File: src/design/swbm_pkg.sv
// Shared types and constants for the sliding-window bitrate monitor.
// Holds field widths, op and register codes, controller states and the
// command/status structs that join the controller and the datapath.
package swbm_pkg;

    localparam int MAX_SAMPLES_DEF = 64;

    localparam int OP_W      = 2;
    localparam int TIME_W    = 32;
    localparam int BYTES_W   = 20;
    localparam int THR_W     = 20;
    localparam int WIN_W     = 16;
    localparam int RATE_W    = 37;
    localparam int LIFE_W    = 48;
    localparam int CFG_IDX_W = 8;
    localparam int CFG_DAT_W = 32;

    // bytes * 8 bits * 256 (Q8) = bytes << 11
    localparam int RATE_SHIFT = 11;
    localparam int FRAC_BITS  = 8;

    localparam int WIN_RESET = 1000;

    localparam logic [OP_W-1:0] OP_RECORD = 2'd0;
    localparam logic [OP_W-1:0] OP_CHECK  = 2'd1;
    localparam logic [OP_W-1:0] OP_CLEAR  = 2'd2;

    localparam logic [CFG_IDX_W-1:0] REG_THRESHOLD = 8'd0;
    localparam logic [CFG_IDX_W-1:0] REG_WINDOW    = 8'd1;

    typedef struct packed {
        logic [TIME_W-1:0]  t;
        logic [BYTES_W-1:0] b;
    } sample_t;

    typedef enum logic [2:0] {
        S_IDLE,
        S_REC_DROP,
        S_REC_WRITE,
        S_SETTLE,
        S_EVICT,
        S_DIV,
        S_CLEAR,
        S_DONE
    } state_t;

    typedef struct packed {
        logic latch_in;
        logic drop;
        logic set_ovf;
        logic rec_write;
        logic clear;
        logic div_start;
        logic div_step;
        logic rate_zero;
        logic load_out;
    } cmd_t;

    typedef struct packed {
        logic ring_full;
        logic ring_empty;
        logic evict_ok;
        logic span_pos;
        logic div_last;
        logic is_check;
    } sts_t;

endpackage

File: src/design/swbm_ctrl.sv
// Controller state machine of the bitrate monitor.
// Depends on swbm_pkg; drives datapath commands and both channel handshakes.
module swbm_ctrl
    import swbm_pkg::*;
(
    input  logic            aclk,
    input  logic            aresetn,
    input  logic            s_valid,
    output logic            s_ready,
    input  logic [OP_W-1:0] s_op,
    output logic            m_valid,
    input  logic            m_ready,
    input  sts_t            sts,
    output cmd_t            cmd
);

    state_t state_reg, state_next;
    logic   m_valid_reg, m_valid_next;

    always_ff @(posedge aclk) begin
        if (!aresetn) begin
            state_reg   <= S_IDLE;
            m_valid_reg <= 1'b0;
        end else begin
            state_reg   <= state_next;
            m_valid_reg <= m_valid_next;
        end
    end

    always_comb begin
        state_next = state_reg;
        cmd        = '0;
        unique case (state_reg)
            S_IDLE: begin
                if (s_valid) begin
                    cmd.latch_in = 1'b1;
                    unique case (s_op)
                        OP_RECORD: state_next = sts.ring_full ? S_REC_DROP : S_REC_WRITE;
                        OP_CHECK:  state_next = S_EVICT;
                        OP_CLEAR:  state_next = S_CLEAR;
                        default:   state_next = S_DONE;
                    endcase
                end
            end
            S_REC_DROP: begin
                cmd.drop    = 1'b1;
                cmd.set_ovf = 1'b1;
                state_next  = S_REC_WRITE;
            end
            S_REC_WRITE: begin
                cmd.rec_write = 1'b1;
                state_next    = S_SETTLE;
            end
            S_SETTLE: begin
                state_next = S_EVICT;
            end
            S_EVICT: begin
                if (sts.evict_ok) begin
                    cmd.drop = 1'b1;
                end else if (sts.ring_empty) begin
                    cmd.rate_zero = sts.is_check;
                    state_next    = S_DONE;
                end else if (sts.span_pos) begin
                    cmd.div_start = 1'b1;
                    state_next    = S_DIV;
                end else begin
                    state_next = S_DONE;
                end
            end
            S_DIV: begin
                cmd.div_step = 1'b1;
                if (sts.div_last) begin
                    state_next = S_DONE;
                end
            end
            S_CLEAR: begin
                cmd.clear  = 1'b1;
                state_next = S_DONE;
            end
            S_DONE: begin
                if (!m_valid_reg || m_ready) begin
                    cmd.load_out = 1'b1;
                    state_next   = S_IDLE;
                end
            end
            default: state_next = S_IDLE;
        endcase
    end

    always_comb begin
        m_valid_next = m_valid_reg;
        if (cmd.load_out) begin
            m_valid_next = 1'b1;
        end else if (m_ready) begin
            m_valid_next = 1'b0;
        end
    end

    assign s_ready = (state_reg == S_IDLE);
    assign m_valid = m_valid_reg;

endmodule

File: src/design/swbm_dpath.sv
// Datapath of the bitrate monitor: sample ring memory, window and lifetime
// sums, bit-serial rate divider, config registers and result register.
// Depends on swbm_pkg; commanded by swbm_ctrl.
module swbm_dpath
    import swbm_pkg::*;
#(
    parameter int MAX_SAMPLES = MAX_SAMPLES_DEF
) (
    input  logic                 aclk,
    input  logic                 aresetn,
    input  cmd_t                 cmd,
    output sts_t                 sts,
    input  logic [OP_W-1:0]      s_op,
    input  logic [TIME_W-1:0]    s_time_ms,
    input  logic [BYTES_W-1:0]   s_byte_count,
    input  logic                 cfg_wr,
    input  logic [CFG_IDX_W-1:0] cfg_index,
    input  logic [CFG_DAT_W-1:0] cfg_data,
    output logic [RATE_W-1:0]    m_rate_kbps_q8,
    output logic                 m_is_low,
    output logic [LIFE_W-1:0]    m_lifetime_bytes,
    output logic                 m_ring_overflow
);

    localparam int IDX_W  = (MAX_SAMPLES > 1) ? $clog2(MAX_SAMPLES) : 1;
    localparam int CNT_W  = $clog2(MAX_SAMPLES + 1);
    localparam int SUM_W  = BYTES_W + CNT_W;
    localparam int NUM_W  = SUM_W + RATE_SHIFT;
    localparam int QX_W   = (NUM_W > RATE_W) ? NUM_W : RATE_W;
    localparam int BCNT_W = $clog2(NUM_W + 1);
    localparam int REM_W  = TIME_W + 1;

    sample_t ring_mem [MAX_SAMPLES];

    logic [OP_W-1:0]    op_reg;
    logic [TIME_W-1:0]  now_reg;
    logic [BYTES_W-1:0] bytes_reg;
    logic [THR_W-1:0]   thr_reg;
    logic [WIN_W-1:0]   win_reg;
    logic [IDX_W-1:0]   head_reg, head_next;
    logic [CNT_W-1:0]   cnt_reg, cnt_next;
    logic [SUM_W-1:0]   sum_reg, sum_next;
    logic [LIFE_W-1:0]  life_reg, life_next;
    logic [RATE_W-1:0]  rate_reg, rate_next;
    logic               ovf_reg;
    sample_t            rd_data_reg;

    logic [NUM_W-1:0]   quo_reg, quo_next;
    logic [REM_W-1:0]   rem_reg, rem_next;
    logic [TIME_W-1:0]  den_reg;
    logic [BCNT_W-1:0]  bcnt_reg;

    logic [RATE_W-1:0]  out_rate_reg;
    logic               out_low_reg;
    logic [LIFE_W-1:0]  out_life_reg;
    logic               out_ovf_reg;

    logic [IDX_W-1:0]   head_inc;
    logic [IDX_W:0]     tail_wide;
    logic [IDX_W-1:0]   tail;
    logic [LIFE_W:0]    life_add;
    logic [REM_W-1:0]   rem_sh;
    logic               q_bit;
    logic [QX_W-1:0]    quo_ext;
    logic [TIME_W:0]    evict_lhs;

    // ring indexing
    assign head_inc  = (head_reg == IDX_W'(MAX_SAMPLES - 1)) ? '0 : head_reg + 1'b1;
    assign tail_wide = {1'b0, head_reg} + (IDX_W + 1)'(cnt_reg);
    assign tail      = (tail_wide >= (IDX_W + 1)'(MAX_SAMPLES))
                     ? IDX_W'(tail_wide - (IDX_W + 1)'(MAX_SAMPLES))
                     : tail_wide[IDX_W-1:0];

    // sample older than now - window, done in 33 bits so the cutoff never wraps
    assign evict_lhs = {1'b0, rd_data_reg.t} + (TIME_W + 1)'(win_reg);

    assign sts.ring_full  = (cnt_reg == CNT_W'(MAX_SAMPLES));
    assign sts.ring_empty = (cnt_reg == '0);
    assign sts.evict_ok   = (cnt_reg != '0) && (evict_lhs < {1'b0, now_reg});
    assign sts.span_pos   = (now_reg > rd_data_reg.t);
    assign sts.div_last   = (bcnt_reg == BCNT_W'(1));
    assign sts.is_check   = (op_reg == OP_CHECK);

    // restoring division, one quotient bit per cycle
    assign rem_sh   = {rem_reg[REM_W-2:0], quo_reg[NUM_W-1]};
    assign q_bit    = (rem_sh >= {1'b0, den_reg});
    assign rem_next = q_bit ? rem_sh - {1'b0, den_reg} : rem_sh;
    assign quo_next = {quo_reg[NUM_W-2:0], q_bit};
    assign quo_ext  = QX_W'(quo_next);

    assign life_add = {1'b0, life_reg} + (LIFE_W + 1)'(bytes_reg);

    always_comb begin
        head_next = head_reg;
        cnt_next  = cnt_reg;
        sum_next  = sum_reg;
        life_next = life_reg;
        rate_next = rate_reg;
        if (cmd.clear) begin
            head_next = '0;
            cnt_next  = '0;
            sum_next  = '0;
            life_next = '0;
            rate_next = '0;
        end
        if (cmd.drop) begin
            head_next = head_inc;
            cnt_next  = cnt_reg - 1'b1;
            sum_next  = sum_reg - SUM_W'(rd_data_reg.b);
        end
        if (cmd.rec_write) begin
            cnt_next  = cnt_reg + 1'b1;
            sum_next  = sum_reg + SUM_W'(bytes_reg);
            life_next = life_add[LIFE_W] ? '1 : life_add[LIFE_W-1:0];
        end
        if (cmd.rate_zero) begin
            rate_next = '0;
        end
        if (cmd.div_step && sts.div_last) begin
            // saturate when the quotient overflows the rate field
            rate_next = (|(quo_ext >> RATE_W)) ? '1 : quo_ext[RATE_W-1:0];
        end
    end

    always_ff @(posedge aclk) begin
        if (!aresetn) begin
            thr_reg  <= '0;
            win_reg  <= WIN_W'(WIN_RESET);
            head_reg <= '0;
            cnt_reg  <= '0;
            sum_reg  <= '0;
            life_reg <= '0;
            rate_reg <= '0;
        end else begin
            if (cfg_wr) begin
                unique case (cfg_index)
                    REG_THRESHOLD: thr_reg <= cfg_data[THR_W-1:0];
                    REG_WINDOW:    win_reg <= cfg_data[WIN_W-1:0];
                    default:       ;
                endcase
            end
            head_reg <= head_next;
            cnt_reg  <= cnt_next;
            sum_reg  <= sum_next;
            life_reg <= life_next;
            rate_reg <= rate_next;
        end
    end

    // ring memory: one write port, one registered read port tracking the head
    always_ff @(posedge aclk) begin
        if (cmd.rec_write) begin
            ring_mem[tail] <= '{t: now_reg, b: bytes_reg};
        end
        rd_data_reg <= ring_mem[head_next];
    end

    always_ff @(posedge aclk) begin
        if (cmd.latch_in) begin
            op_reg    <= s_op;
            now_reg   <= s_time_ms;
            bytes_reg <= s_byte_count;
            ovf_reg   <= 1'b0;
        end else if (cmd.set_ovf) begin
            ovf_reg <= 1'b1;
        end
        if (cmd.div_start) begin
            quo_reg  <= NUM_W'(sum_reg) << RATE_SHIFT;
            rem_reg  <= '0;
            den_reg  <= now_reg - rd_data_reg.t;
            bcnt_reg <= BCNT_W'(NUM_W);
        end else if (cmd.div_step) begin
            quo_reg  <= quo_next;
            rem_reg  <= rem_next;
            bcnt_reg <= bcnt_reg - 1'b1;
        end
        if (cmd.load_out) begin
            out_rate_reg <= rate_reg;
            out_low_reg  <= (op_reg == OP_CHECK) && (cnt_reg != '0)
                         && (rate_reg < RATE_W'({thr_reg, {FRAC_BITS{1'b0}}}));
            out_life_reg <= life_reg;
            out_ovf_reg  <= ovf_reg;
        end
    end

    assign m_rate_kbps_q8   = out_rate_reg;
    assign m_is_low         = out_low_reg;
    assign m_lifetime_bytes = out_life_reg;
    assign m_ring_overflow  = out_ovf_reg;

endmodule

File: src/design/sliding_window_bitrate_monitor_top.sv
// Top level of the sliding-window bitrate monitor.
// Depends on swbm_pkg, swbm_ctrl and swbm_dpath.
//
// Usage:
//   s_* is the event channel (op, time_ms, byte_count); m_* returns exactly
//   one result per event: rate in kbps Q8, low flag, lifetime bytes and the
//   ring overflow flag. cfg_* writes threshold_kbps (index 0) and window_ms
//   (index 1); other indexes are dropped. cfg_ready is always high; write
//   only while no event is in flight.
//   One event at a time; s_ready is high only while idle, so the next event
//   is accepted only once the result of the last one has been loaded.
//   Steps per event, from accept to result loaded:
//     record: drop (only if the ring was full), write, settle, evict, divide
//     check:  evict, divide
//     clear: clear, unused op: straight to the result
//   where evict drops samples one per cycle (set by the single read port of
//   the sample ring) and divide runs the bit-serial divider for a NUM_W = 38
//   bit quotient at 64 samples, only when a new rate is computed.
//   A result waits in the output register while m_ready is low; the next
//   event may be accepted meanwhile, but its own result is held back until
//   the output register frees up.
//   Reset clears the ring pointers, sums, rate and config registers (window 1000);
//   the sample memory needs no clearing pass, only live entries are read.
module sliding_window_bitrate_monitor_top
    import swbm_pkg::*;
#(
    parameter int MAX_SAMPLES = MAX_SAMPLES_DEF
) (
    input  logic                 aclk,
    input  logic                 aresetn,
    // event channel
    input  logic                 s_valid,
    output logic                 s_ready,
    input  logic [OP_W-1:0]      s_op,
    input  logic [TIME_W-1:0]    s_time_ms,
    input  logic [BYTES_W-1:0]   s_byte_count,
    // result channel
    output logic                 m_valid,
    input  logic                 m_ready,
    output logic [RATE_W-1:0]    m_rate_kbps_q8,
    output logic                 m_is_low,
    output logic [LIFE_W-1:0]    m_lifetime_bytes,
    output logic                 m_ring_overflow,
    // config write channel
    input  logic                 cfg_valid,
    output logic                 cfg_ready,
    input  logic [CFG_IDX_W-1:0] cfg_index,
    input  logic [CFG_DAT_W-1:0] cfg_data
);

    cmd_t cmd;
    sts_t sts;

    // config transfers complete every cycle
    assign cfg_ready = 1'b1;

    // controller: sequences drop, write, eviction walk, divide, clear and result
    swbm_ctrl u_ctrl (
        .aclk    (aclk),
        .aresetn (aresetn),
        .s_valid (s_valid),
        .s_ready (s_ready),
        .s_op    (s_op),
        .m_valid (m_valid),
        .m_ready (m_ready),
        .sts     (sts),
        .cmd     (cmd)
    );

    // datapath: ring, sums, divider, config and output registers
    swbm_dpath #(
        .MAX_SAMPLES (MAX_SAMPLES)
    ) u_dpath (
        .aclk             (aclk),
        .aresetn          (aresetn),
        .cmd              (cmd),
        .sts              (sts),
        .s_op             (s_op),
        .s_time_ms        (s_time_ms),
        .s_byte_count     (s_byte_count),
        .cfg_wr           (cfg_valid & cfg_ready),
        .cfg_index        (cfg_index),
        .cfg_data         (cfg_data),
        .m_rate_kbps_q8   (m_rate_kbps_q8),
        .m_is_low         (m_is_low),
        .m_lifetime_bytes (m_lifetime_bytes),
        .m_ring_overflow  (m_ring_overflow)
    );

`ifndef NO_ASSERTIONS
    // an accepted event keeps the block busy on the next cycle
    a_busy_after_accept: assert property (@(posedge aclk) disable iff (!aresetn)
        s_valid && s_ready |=> !s_ready)
        else $error("s_ready high right after an event transfer");

    // a new result is loaded only from the finishing state, never from idle
    a_result_from_busy: assert property (@(posedge aclk) disable iff (!aresetn)
        $rose(m_valid) |-> $past(!s_ready))
        else $error("result appeared while controller was idle");

    // overflow comes only from a record, low only from a check
    a_ovf_low_exclusive: assert property (@(posedge aclk) disable iff (!aresetn)
        m_valid && m_ring_overflow |-> !m_is_low)
        else $error("overflow and low flagged on the same result");
`endif

endmodule

File: config.mk
export PLATFORM = sky130hd
export DESIGN_NAME = sliding_window_bitrate_monitor_top
export DESIGN_NICKNAME = d
export VERILOG_FILES = /design/src/design/swbm_pkg.sv /design/src/design/swbm_ctrl.sv /design/src/design/swbm_dpath.sv /design/src/design/sliding_window_bitrate_monitor_top.sv
export SDC_FILE = /design/constraint.sdc
export NUM_CORES = 2
export LEC_CHECK = 0
export BUFFER_PORTS_ARGS = -buffer_cell sky130_fd_sc_hd__buf_2
export CORE_MARGIN = 4
export CORE_UTILIZATION = 40
export CTS_BUF_LIST = sky130_fd_sc_hd__clkbuf_8
export CTS_CLUSTER_DIAMETER = 50
export DETAILED_ROUTE_END_ITERATION = 8
export GPL_TIMING_DRIVEN = 0
export PLACE_DENSITY = 0.54
export SKIP_CTS_REPAIR_TIMING = 1
export SLEW_MARGIN = 20
export SYNTH_ARGS = -nofsm -noshare
export SYNTH_HDL_FRONTEND = slang
export SYNTH_SLANG_ARGS = --single-unit
File: constraint.sdc
create_clock -name aclk -period 8.35 [get_ports aclk]
set_input_delay 1.67 -clock aclk [delete_from_list [all_inputs] [get_ports aclk]]
set_output_delay 1.67 -clock aclk [all_outputs]
set_load 0.05 [all_outputs]
==> summary.md <==
| Metric | Value |
|---|---|
| Peak VDD IR | 0.255 mV |
| Buf/Inv on CP | 4 |
| Final hold vios | 0 |
| Most common cell after layout, fill and taps aside | edfxtp_1 |
| Seq cells post-synth | 3795 |
| CTS Sinks | 3795 |
| RSZ-0062 raised after global routing | true |
| Final Setup Violations | 0 |
| R2R Setup Slk | 0.13 ns |
| RR Endpoint | u_dpath.rd_data_reg[41] |
| Fin Hold WS | 0.431 ns |
| Share of the yosys chip area belonging to registers | 0.740 |
| Max_slew headroom | 0.281 |
| Final Cycle Share | 0.984 |
| Reg2reg path depth | 29 |
| Wire per inst | 33.6 um |
| DR vias/cell | 5.89 |
| Reg-to-reg critical path startpoint | u_dpath.rd_data_reg[21] |
| Initial drt markers | 11100 |
| Synth Cell Area | 0.150 mm^2 |
| Worst Tran Pin Value | 1.07 ns |
| Largest net degree at the start of global routing | 32 |
| Clock transition at path regs | 0.06 ns |
| Synth Flop Type | edfxtp_1 |
| Worst Clk Skew | 0.0737 ns |
| Routability Congestion | 0.873 |
| Multi-input gate area | 0.0376 mm^2 |
| Critical Path End Type | register |
| CP Data Required Time | 9.39 ns |
| Chip width | 621 um |
| Vias in the first global route | 86200 |
| Root Driver | clkbuf_8 |
| WP depth | 29 |
| Routed WL | 496 mm |
| DR pass1 iterations | 8 |
| Number of synthesized flops with an enable pin | 3528 |
| Final HPWL DP | 355 mm |
| CTS tree | built |
| Synth Warn # | 0 |
| Critical Path Start | u_dpath.rd_data_reg[21] |
| Initial antenna violation count | 74 |
| CP Class | reg -> reg |
| Leak | 59.5 nW |
| Most frequent CP cell | a21oi_1 |
| Slew Viols, Final | 0 |
| Syn Inst Count | 8002 |
| Fill count | 31300 |
| Tmin final | 8.22 ns |
| Post-synth cell types | 79 |
| Share of post-route cells with drive strength above 1 | 0.264 |
| Critical Path End | u_dpath.rd_data_reg[41] |
| Critical path's slowest cell | clkbuf_1 |
| Cell Rows | 224 |
| CP delay by family, top | compound AO/OA/AOI/OAI gates |
| First-pass GRT wire length | 678 mm |
| Reg area | 0.111 mm^2 |
| Syn_area_per_cell | 18.8 um^2 |
| H-tree level count | 6 |
| Outcome | finished clean |
| DRT antenna net count | 0 |
| DR vias | 86900 |
| Max_cap viols | 0 |
| Hold Crit Class | reg -> reg |
| Final setup TNS | 0 ns |
| Final net count | 9518 |
| TritonCTS Buffers | 629 |
| Max incr delay on CP | 0.61 ns |
| Global-route layer with the greatest usage | met2 |
| Final Util | 0.479 |
| Crit path max fanout | 12 |
| Worst Setup Start Kind | register |
| Total GRT Usage | 0.252 |
| I/O Pins | 189 |
| Die Y | 621 um |
| Synthesized Nets | 8309 |
| CP Data Arrival Time | 9.25 ns |
| Initial Utilization | 0.403 |
| Asr flop ratio synth | 0 |
| Commonest non-fill, non-tap cells in the layout | 3528 x edfxtp_1, 768 x mux4_2, 649 x clkbuf_8 |
| Met3 GRT Util | 0.0621 |
| DRC | 0 |
| Fmax | 122 MHz |
| Power Density | 323 mW/mm^2 |
| Total grt overflow | 0 |
| Max Buffers Root-to-Sink | 4 |
| GR Util met2 | 0.398 |
| Die ar. | 0.386 mm^2 |
| Core area | 0.373 mm^2 |
| Max reg flops | 3328 |
| IO buf count | 174 |
| Met1 GRT Util | 0.342 |
| Clock latency on the worst-skew pair | 1.22 ns |
| P&R area growth vs syn | 19.0% |
-- power breakdown --
part           internal (mW)  leakage, nW  switching (mW)
sequential              22.4         34.0           0.637
clock                   7.57         6.60            7.64
combinational           8.18         18.9            11.3
-- cell type report --
| cell class | count | share of cell area |
|---|---|---|
| Sequential cell | 3795 | 0.622 |
| Multi-Input combinational cell | 3618 | 0.210 |
| Timing Repair Buffer | 579 | 0.0518 |
| Clock buffer | 649 | 0.0499 |
| Tap cell | 4972 | 0.0348 |
| Clock inverter | 478 | 0.0139 |
| Buffer | 392 | 0.0118 |
| Inverter | 196 | 0.00411 |
| Antenna cell | 90 | 0.00126 |
-- per-stage QoR --
step	instance area, um^2	worst slack (ns)	instances	total power, mW
6_report	179000	0.134	14800	57.8
5_1_grt	179000	-0.0656	14700	60.1
4_1_cts	178000	-1.71	14700	57.8
3_5_place_dp	166000	-1.65	13600	42.7
3_3_place_gp	157000	-2.56	13100	41.7
2_1_floorplan	150000	2.01	8002	35.4
-- cells by family (layout without fill, tap and decap cells) --
group / Yosys count / count (layout) / share of synthesized area
mux: 978 / 978 / 0.129
flops: 3795 / 3795 / 0.740
fa+ha+maj: 208 / 208 / 0.0177
buf+inv: 590 / 2294 / 0.0170
compound gates: 1334 / 1335 / 0.0575
other cells: 1 / 91 / 0.0000249
xor+xnor: 143 / 143 / 0.00833
simple gates: 953 / 953 / 0.0300
-- metal layers --
metal  part of all wire  up-vias
li1                   -    35400
met1               0.39    45900
met2               0.47     4695
met3               0.10      884
met4              0.037       38
met5             0.0014        -
-- worst min path at each step --
stage,slack (ns),start,endpoint,cells past startpoint
finish,0.43,u_dpath.rate_reg[4],u_dpath.m_rate_kbps_q8[4],0
global route,0.44,u_dpath.rate_reg[0],u_dpath.m_rate_kbps_q8[0],0
CTS,0.43,u_dpath.rate_reg[0],u_dpath.m_rate_kbps_q8[0],0
detailed placement,0.42,u_dpath.rate_reg[0],u_dpath.m_rate_kbps_q8[0],0
global placement,0.41,u_dpath.rate_reg[4],u_dpath.m_rate_kbps_q8[4],0
floorplan,0.41,u_dpath.life_reg[20],u_dpath.m_lifetime_bytes[20],0
-- Yosys cell counts, types with 25 or more instances --
master	instances	area share
edfxtp_1	3528	0.70
mux4_2	768	0.12
a21oi_1	414	0.014
a22oi_1	407	0.020
nand2_1	310	0.0077
dfxtp_1	267	0.036
nor2_1	265	0.0066
mux2i_1	209	0.014
clkbuf_1	201	0.0050
ha_1	201	0.017
inv_1	196	0.0049
o21ai_0	183	0.0061
buf_2	132	0.0044
xnor2_1	92	0.0054
nand3_1	76	0.0025
or4_1	59	0.0029
a21o_1	57	0.0028
nor3_1	53	0.0018
xor2_1	51	0.0030
nor2b_1	34	0.0014
a22o_1	31	0.0018
buf_1	29	0.00072
nand4_1	27	0.0011
a211oi_1	26	0.0013
o22ai_1	25	0.0010
-- worst register-to-register path: cells and delay by family, from the launching register on --
kind / cells / cell delay [ns]
compound gates: 16 / 3.75
buf+inv: 4 / 1.74
simple gates: 6 / 1.42
fa+ha+maj: 2 / 0.57
flops: 1 / 0.44
xor+xnor: 1 / 0.14
Power figures use the tool's default switching activity.
